`src/rtl/rsd_pkg.sv`:
```
`default_nettype none
package rsd_pkg;

  localparam int ByteW  = 8;
  localparam int ValueW = 21;
  localparam int KindW  = 3;
  localparam int QueueDepthDef = 4;

  localparam logic [ByteW-1:0] MrkTxPre   = 8'h81;
  localparam logic [ByteW-1:0] MrkTxEnd   = 8'h82;
  localparam logic [ByteW-1:0] MrkStart   = 8'h83;
  localparam logic [ByteW-1:0] MrkBlkPre  = 8'h84;
  localparam logic [ByteW-1:0] MrkRuleEnd = 8'h85;

  localparam logic [ByteW-1:0] Lead2Mask = 8'hE0;
  localparam logic [ByteW-1:0] Lead2Code = 8'hC0;
  localparam logic [ByteW-1:0] Lead3Mask = 8'hF0;
  localparam logic [ByteW-1:0] Lead3Code = 8'hE0;
  localparam logic [ByteW-1:0] Lead4Mask = 8'hF8;
  localparam logic [ByteW-1:0] Lead4Code = 8'hF0;

  typedef enum logic [KindW-1:0] {
    KIND_HEAD     = 3'd0,
    KIND_BODY     = 3'd1,
    KIND_RULE_END = 3'd2,
    KIND_BLK_END  = 3'd3,
    KIND_TX_END   = 3'd4,
    KIND_TX_START = 3'd5,
    KIND_ERROR    = 3'd6
  } kind_t;

  typedef enum logic [2:0] {
    OP_SYM,
    OP_START,
    OP_BLK_END,
    OP_TX_END,
    OP_RULE_END
  } op_t;

  typedef struct packed {
    op_t               op;
    logic [ValueW-1:0] value;
  } cmd_t;

endpackage
`default_nettype wire

```
`src/rtl/rsd_front.sv`:
```
`default_nettype none
module rsd_front (
  input  wire logic                    clk,
  input  wire logic                    rst_n,
  input  wire logic                    take,
  input  wire logic [rsd_pkg::ByteW-1:0] in_byte,
  output logic                         push,
  output rsd_pkg::cmd_t                push_cmd
);

  logic [rsd_pkg::ByteW-1:0]  prev_r, prev_nxt;
  logic [1:0]                 left_r, left_nxt;
  logic [rsd_pkg::ValueW-1:0] acc_r, acc_nxt;
  logic                       emit;

  always_comb begin
    prev_nxt = prev_r;
    left_nxt = left_r;
    acc_nxt  = acc_r;
    emit     = 1'b0;
    push_cmd.op    = rsd_pkg::OP_SYM;
    push_cmd.value = '0;
    if (left_r != 2'd0) begin
      acc_nxt  = {acc_r[rsd_pkg::ValueW-7:0], in_byte[5:0]};
      left_nxt = 2'(left_r - 2'd1);
      if (left_r == 2'd1) begin
        emit           = 1'b1;
        push_cmd.value = acc_nxt;
      end
    end else begin
      prev_nxt = in_byte;
      if (in_byte == rsd_pkg::MrkTxPre || in_byte == rsd_pkg::MrkBlkPre) begin
        emit = 1'b0;
      end else if (in_byte == rsd_pkg::MrkStart && prev_r == rsd_pkg::MrkTxPre) begin
        emit        = 1'b1;
        push_cmd.op = rsd_pkg::OP_START;
      end else if (in_byte == rsd_pkg::MrkStart && prev_r == rsd_pkg::MrkBlkPre) begin
        emit        = 1'b1;
        push_cmd.op = rsd_pkg::OP_BLK_END;
      end else if (in_byte == rsd_pkg::MrkTxEnd && prev_r == rsd_pkg::MrkBlkPre) begin
        emit        = 1'b1;
        push_cmd.op = rsd_pkg::OP_TX_END;
      end else if (in_byte == rsd_pkg::MrkRuleEnd) begin
        emit        = 1'b1;
        push_cmd.op = rsd_pkg::OP_RULE_END;
      end else if ((in_byte & rsd_pkg::Lead2Mask) == rsd_pkg::Lead2Code) begin
        acc_nxt  = rsd_pkg::ValueW'(in_byte[4:0]);
        left_nxt = 2'd1;
      end else if ((in_byte & rsd_pkg::Lead3Mask) == rsd_pkg::Lead3Code) begin
        acc_nxt  = rsd_pkg::ValueW'(in_byte[3:0]);
        left_nxt = 2'd2;
      end else if ((in_byte & rsd_pkg::Lead4Mask) == rsd_pkg::Lead4Code) begin
        acc_nxt  = rsd_pkg::ValueW'(in_byte[2:0]);
        left_nxt = 2'd3;
      end else begin
        acc_nxt        = rsd_pkg::ValueW'(in_byte);
        emit           = 1'b1;
        push_cmd.value = acc_nxt;
      end
    end
  end

  assign push = take && emit;

  always_ff @(posedge clk) begin
    if (!rst_n) begin
      prev_r <= '0;
      left_r <= '0;
      acc_r  <= '0;
    end else if (take) begin
      prev_r <= prev_nxt;
      left_r <= left_nxt;
      acc_r  <= acc_nxt;
    end
  end

endmodule
`default_nettype wire

```
`src/rtl/rsd_queue.sv`:
```
`default_nettype none
module rsd_queue #(
  parameter int Depth = rsd_pkg::QueueDepthDef
) (
  input  wire logic          clk,
  input  wire logic          rst_n,
  input  wire logic          push,
  input  rsd_pkg::cmd_t      push_cmd,
  output logic               full,
  input  wire logic          pop,
  output logic               q_valid,
  output rsd_pkg::cmd_t      q_cmd
);

  localparam int AW = (Depth > 1) ? $clog2(Depth) : 1;
  localparam int CW = $clog2(Depth + 1);
  localparam logic [AW-1:0] LastIdx = AW'(Depth - 1);

  rsd_pkg::cmd_t  mem_r [Depth];
  logic [AW-1:0]  wptr_r, rptr_r;
  logic [CW-1:0]  cnt_r;
  logic           do_push, do_pop;

  assign full    = (cnt_r == CW'(Depth));
  assign q_valid = (cnt_r != '0);
  assign q_cmd   = mem_r[rptr_r];
  assign do_push = push && !full;
  assign do_pop  = pop && q_valid;

  always_ff @(posedge clk) begin
    if (do_push) mem_r[wptr_r] <= push_cmd;
  end

  always_ff @(posedge clk) begin
    if (!rst_n) begin
      wptr_r <= '0;
      rptr_r <= '0;
      cnt_r  <= '0;
    end else begin
      if (do_push) wptr_r <= (wptr_r == LastIdx) ? '0 : AW'(wptr_r + 1'b1);
      if (do_pop)  rptr_r <= (rptr_r == LastIdx) ? '0 : AW'(rptr_r + 1'b1);
      if (do_push && !do_pop)      cnt_r <= CW'(cnt_r + 1'b1);
      else if (do_pop && !do_push) cnt_r <= CW'(cnt_r - 1'b1);
    end
  end

endmodule
`default_nettype wire

```
`src/rtl/rsd_back.sv`:
```
`default_nettype none
module rsd_back (
  input  wire logic                     clk,
  input  wire logic                     rst_n,
  input  wire logic                     q_valid,
  input  rsd_pkg::cmd_t                 q_cmd,
  output logic                          pop,
  output logic                          out_valid,
  input  wire logic                     out_ready,
  output logic [rsd_pkg::KindW-1:0]     out_kind,
  output logic [rsd_pkg::ValueW-1:0]    out_value
);

  logic                        valid_r;
  rsd_pkg::kind_t              kind_r, kind_nxt;
  logic [rsd_pkg::ValueW-1:0]  value_r, value_nxt;
  logic                        open_r, open_nxt;

  assign pop = q_valid && (!valid_r || out_ready);

  always_comb begin
    open_nxt  = open_r;
    kind_nxt  = rsd_pkg::KIND_ERROR;
    value_nxt = '0;
    case (q_cmd.op)
      rsd_pkg::OP_SYM: begin
        kind_nxt  = open_r ? rsd_pkg::KIND_BODY : rsd_pkg::KIND_HEAD;
        value_nxt = q_cmd.value;
        open_nxt  = 1'b1;
      end
      rsd_pkg::OP_START: begin
        kind_nxt = rsd_pkg::KIND_TX_START;
        open_nxt = 1'b0;
      end
      rsd_pkg::OP_BLK_END: begin
        kind_nxt = open_r ? rsd_pkg::KIND_BLK_END : rsd_pkg::KIND_ERROR;
        open_nxt = 1'b0;
      end
      rsd_pkg::OP_TX_END: begin
        kind_nxt = open_r ? rsd_pkg::KIND_TX_END : rsd_pkg::KIND_ERROR;
      end
      rsd_pkg::OP_RULE_END: begin
        kind_nxt = open_r ? rsd_pkg::KIND_RULE_END : rsd_pkg::KIND_ERROR;
        open_nxt = 1'b0;
      end
      default: begin
        kind_nxt = rsd_pkg::KIND_ERROR;
      end
    endcase
  end

  always_ff @(posedge clk) begin
    if (!rst_n) begin
      valid_r <= 1'b0;
      open_r  <= 1'b0;
    end else begin
      if (pop) begin
        valid_r <= 1'b1;
        open_r  <= open_nxt;
      end else if (out_ready) begin
        valid_r <= 1'b0;
      end
    end
  end

  always_ff @(posedge clk) begin
    if (pop) begin
      kind_r  <= kind_nxt;
      value_r <= value_nxt;
    end
  end

  assign out_valid = valid_r;
  assign out_kind  = kind_r;
  assign out_value = value_r;

endmodule
`default_nettype wire

```
`src/rtl/rule_stream_deframer_top.sv`:
```
// A completed result passes through a QueueDepth-entry command queue, which decouples
// the front decoder from the back rule tracker, and then the output register.
// Throughput: 1 byte per cycle while the queue is not full.
// Reset: synchronous, active-low rst_n clears decode state, queue and output
// register; in_ready is high in the first cycle after reset.
`default_nettype none
module rule_stream_deframer_top #(
  parameter int QueueDepth = rsd_pkg::QueueDepthDef
) (
  input  wire logic                       clk,
  input  wire logic                       rst_n,
  input  wire logic                       in_valid,
  output logic                            in_ready,
  input  wire logic [rsd_pkg::ByteW-1:0]  in_byte,
  output logic                            out_valid,
  input  wire logic                       out_ready,
  output logic [rsd_pkg::KindW-1:0]       out_kind,
  output logic [rsd_pkg::ValueW-1:0]      out_value
);

  logic          take, push, full, pop, q_valid;
  rsd_pkg::cmd_t push_cmd, q_cmd;

  assign in_ready = !full;
  assign take     = in_valid && in_ready;

  rsd_front u_front (
    .clk      (clk),
    .rst_n    (rst_n),
    .take     (take),
    .in_byte  (in_byte),
    .push     (push),
    .push_cmd (push_cmd)
  );

  rsd_queue #(.Depth(QueueDepth)) u_queue (
    .clk      (clk),
    .rst_n    (rst_n),
    .push     (push),
    .push_cmd (push_cmd),
    .full     (full),
    .pop      (pop),
    .q_valid  (q_valid),
    .q_cmd    (q_cmd)
  );

  rsd_back u_back (
    .clk       (clk),
    .rst_n     (rst_n),
    .q_valid   (q_valid),
    .q_cmd     (q_cmd),
    .pop       (pop),
    .out_valid (out_valid),
    .out_ready (out_ready),
    .out_kind  (out_kind),
    .out_value (out_value)
  );

endmodule
`default_nettype wire

```
`config.mk`:
```
export PLATFORM = sky130hd
export DESIGN_NAME = rule_stream_deframer_top
export DESIGN_NICKNAME = d
export VERILOG_FILES = /design/src/rtl/rsd_pkg.sv /design/src/rtl/rsd_front.sv /design/src/rtl/rsd_queue.sv /design/src/rtl/rsd_back.sv /design/src/rtl/rule_stream_deframer_top.sv
export SDC_FILE = /design/constraint.sdc
export NUM_CORES = 1
export LEC_CHECK = 0
export ABC_AREA = 0
export BUFFER_PORTS_ARGS = -buffer_cell sky130_fd_sc_hd__buf_2
export CORE_MARGIN = 2
export CORE_UTILIZATION = 40
export DETAILED_ROUTE_END_ITERATION = 7
export GPL_TIMING_DRIVEN = 0
export MAX_ROUTING_LAYER = met4
export PLACE_DENSITY = 0.57
export SYNTH_ARGS = -nofsm -noshare
export SYNTH_HDL_FRONTEND = slang
export SYNTH_SLANG_ARGS = --single-unit
```
`constraint.sdc`:
```
create_clock -name clk -period 10.7 [get_ports clk]
set_clock_uncertainty 0.2 [all_clocks]
set_input_delay 1.605 -clock clk [delete_from_list [all_inputs] [get_ports clk]]
set_output_delay 1.605 -clock clk [all_outputs]
set_load 0.01 [all_outputs]
```
==> summary.txt <==
Synth
  – Mapped cell area: 0.00634 mm²
  – Synth unique cells: 50
  – Cell count after synthesis: 419
  – Number of synthesized flops with an enable pin: between 100 and 150
  – Cell taking the most area after synthesis: edfxtp_1
  – Synthesis-stage register bit count: between 150 and 200
  – Net count of the mapped netlist: between 400 and 500
  – Post-synth top area share: roughly 57%
  – Average footprint of a synthesized cell: about 15 µm²
  – Simple-gate share of the synthesized area: between 10% and 20%
  – Yosys Warn Count: 0
  – Asr flop ratio synth: 0%
  – Top_reg_cell synth: edfxtp_1
  – Cells taking the most area after synthesis: edfxtp_1 (57%), dfxtp_1 (11%), mux4_2 (8.5%)
  – XOR/XNOR Fraction of Synth Area: 0.415%
  – Multiplexer fraction of the synthesized cell area: around 11%
  – Fraction of the yosys area taken by sequential cells: 68.2%
  – Top-count cell post-synth: edfxtp_1
  – Leading cell types by count after synthesis: edfxtp_1 (120), nand2_1 (40), dfxtp_1 (36)
  – Adder-cell share of the synthesized area: under 10%
  – Compound-cell area share of the yosys netlist: under 10%
  – Combinational family with the most area after synthesis: multiplexers

Critical path
  – Critical Path End Type: flop
  – Kind of start point of the critical path: primary input
  – Max stage delay on crit path: about 540 ps
  – Timing endpoint of the critical path: u_queue.cnt_r[2]
  – Crit path DAT: between 4000 and 5000 ps
  – Critical path cell sequence: clkbuf_1 -> nor4b_1 -> nand2_1 -> o31ai_1 -> a211oi_2 -> ha_1 -> inv_1 -> fa_1 -> xor2_1 -> or3_1 -> a21boi_0
  – Crit Path Class: primary input to flop
  – First element of the critical path: in_byte[6]
  – Required time of the critical path: between 10000 and 15000 ps
  – Crit Reg-Reg Endpoint: u_queue.cnt_r[2]
  – Flop2flop setup slack: between 7000 and 8000 ps
  – Origin of the critical flop-to-flop path: u_queue.cnt_r[0]
  – Depth of the worst register-to-register path: 10
  – Crit-path max FO: 9
  – Slowest stage cell on the critical path: a211oi_2

CTS
  – Root buf cell: clkbuf_16
  – TritonCTS clock tree: done
  – Clock buffers created by TritonCTS: 17
  – Clock input transition at the sequential cells of the worst setup and hold paths: ~60 ps
  – H-tree depth reported by CTS: 4
  – Number of hold buffers added after cts: 0
  – Buffers from clock root to sink, at most: 2
  – PostCTS Resize Cnt: 0
  – Number of setup buffers added after CTS: 0
  – Skew-Pair Late Insertion Delay: roughly 430 ps
  – Clock sink total: around 160

Routing
  – 1st-iter DRT viols: 290
  – Routed WL: between 10000 and 15000 µm
  – Via density: roughly 5
  – Vias after detailed routing: about 3500
  – Routed WL per cell: between 15 and 20 µm
  – DRC violations left: 0
  – 1st-pass router iterations: 6
  – Antenna violation net count after detailed routing: 0

Placed design
  – Number of cells after detailed placement: 670
  – Global placer's final weighted congestion: 0.862
  – Count of input and output buffers: 34
  – Area after DPL: around 0.0068 mm²
  – HPWL after DPL: roughly 8000 µm

Min path
  – Start point of the worst hold path: u_front.acc_r[5]
  – Type of the worst min-delay path: flop to flop

Global route
  – Remaining global-route overflow: 0
  – First-pass GRT wire length: between 15000 and 20000 µm
  – Vias in the first global route: 3525
  – Number of antenna violations at the first check in global routing: 0
  – Total routing resource utilization after global routing: between 15 and 20%
  – Largest net degree at the start of global routing: 29

Power
  – Overall power of the completed layout: about 1.9 mW
  – Maximum resistive drop on vdd: ~98 µV
  – Power per standard cell area: 253 mW/mm²
  – Leakage: roughly 2.7 nW

Layout
  – Layout area overhead: 17.4%
  – Post-layout net count: between 400 and 500
  – Filler-free cell count of the finished design: 702
  – Ant diodes: 0
  – Post-route standard cell area excluding fillers: ~0.0074 mm²
  – Final core utilization: a little under half
  – Layout cell share with drive strength beyond 1: 20.0%

Timing
  – Final-report max-slew violation count: 0
  – FMAX: roughly 230 MHz
  – Final-report hold violation count: 0
  – Max_slew headroom: around a tenth
  – Slew at the pin closest to its max-slew limit: 1360 ps
  – Unrepaired setup endpoints after global routing: false
  – Accumulated negative setup slack: 0 ps
  – Final setup violation count: 0
  – Final worst path period need: about 4300 ps
  – Final worst path period share: 39.8%

Floorplanning
  – Floorplan die width: 130 µm
  – Die Y-Extent: approximately 130 µm
  – Total I/O pin count: 38
  – Std-Cell Rows: 46
  – Area of the placeable core: 0.0157 mm²
  – Die Outline Area: around 0.017 mm²
  – Effective utilization at floorplan: about two fifths

Status
  – Outcome: complete, no violations

Run
  – Maximum Capacitance Violations: 0
-- routing by layer --
layer | up-vias | global-route usage, % | wire length (µm)
met2 | 78 | 24.1 | 5720
met1 | 1750 | 20.3 | 5590
li1 | 1693 | - | -
met5 | - | - | 0
met3 | 15 | 4.47 | 555
met4 | 0 | 5.57 | 165
-- how the worst min path moves through the flow --
stage / slack (ps) / endpoint / cells after the start
after floorplan: 240 / u_front.acc_r[14] / 2
after global placement: 260 / u_front.acc_r[14] / 2
after detailed placement: 260 / u_front.acc_r[11] / 2
after CTS: 270 / u_front.acc_r[11] / 2
after global routing: 300 / u_front.acc_r[9] / 2
final: 260 / u_front.acc_r[11] / 2
-- final cells by class --
cell class	instances	area, µm²
timing repair buffer	35	190
sequential	156	4320
clock inverter	15	203
multi-input combinational	234	1910
buffer	21	80.1
clock buffer	17	425
tap	216	270
inverter	8	30.0
fill	1408	8220
-- power by group --
part	switching, mW	total (mW)	internal, mW
Sequential	0.0303	0.802	0.771
Clock	0.260	0.636	0.377
Combinational	0.253	0.445	0.192
Total	0.543	1.88	1.34
-- per-stage QoR --
stage               hold WS [ps]  setup WS [ps]
floorplan                    238           6150
global placement             258           5140
detailed placement           263           5930
CTS                          268           6360
global route                 297           6170
finish                       264           6440
-- cell usage in the layout, fill, tap and decap left out, types with 3 or more instances in the layout --
master     instances
mux4_2            24
a21o_1             4
a21boi_1           7
clkbuf_16         17
nor2_1            10
clkbuf_1          18
and2_1            23
nand3_1            8
bufinv_16          3
o21ai_1            7
and3_1            22
a21oi_1            5
inv_6              4
inv_1              8
inv_8              4
edfxtp_1         120
o21ai_0            7
nor2b_1           11
buf_2             35
mux2i_1           18
dfxtp_1           36
nand2_1           40
ha_1               6
a211oi_1           4
-- kinds of logic (layout without fill, tap and decap cells) --
logic type / after synthesis / after routing
simple gates: 131 / 131
compound gates: 51 / 51
mux: 42 / 42
flops: 156 / 156
fa+ha+maj: 7 / 7
xor+xnor: 3 / 3
buf+inv: 29 / 96
-- flip-flops by register name, indices dropped and copies added (netlist names), named ones only --
name and cells:
u_queue.mem_r 96, u_back.out_value 21, u_front.acc_r 15, u_front.prev_r 8, u_back.out_kind 3, u_queue.cnt_r 3, u_front.left_r 2, u_queue.rptr_r 2
u_queue.wptr_r 2, u_back.open_r 1, u_back.out_valid 1
-- critical path, delay by kind of cell --
kind / cells / cell delay [ps]
AO/OA/AOI/OAI: 3 / 870
XOR/XNOR: 1 / 170
adder cells (fa/ha/maj): 2 / 720
buffers and inverters: 2 / 350
AND/OR/NAND/NOR: 3 / 670
Note: power is estimated with default switching activity, not from simulation.
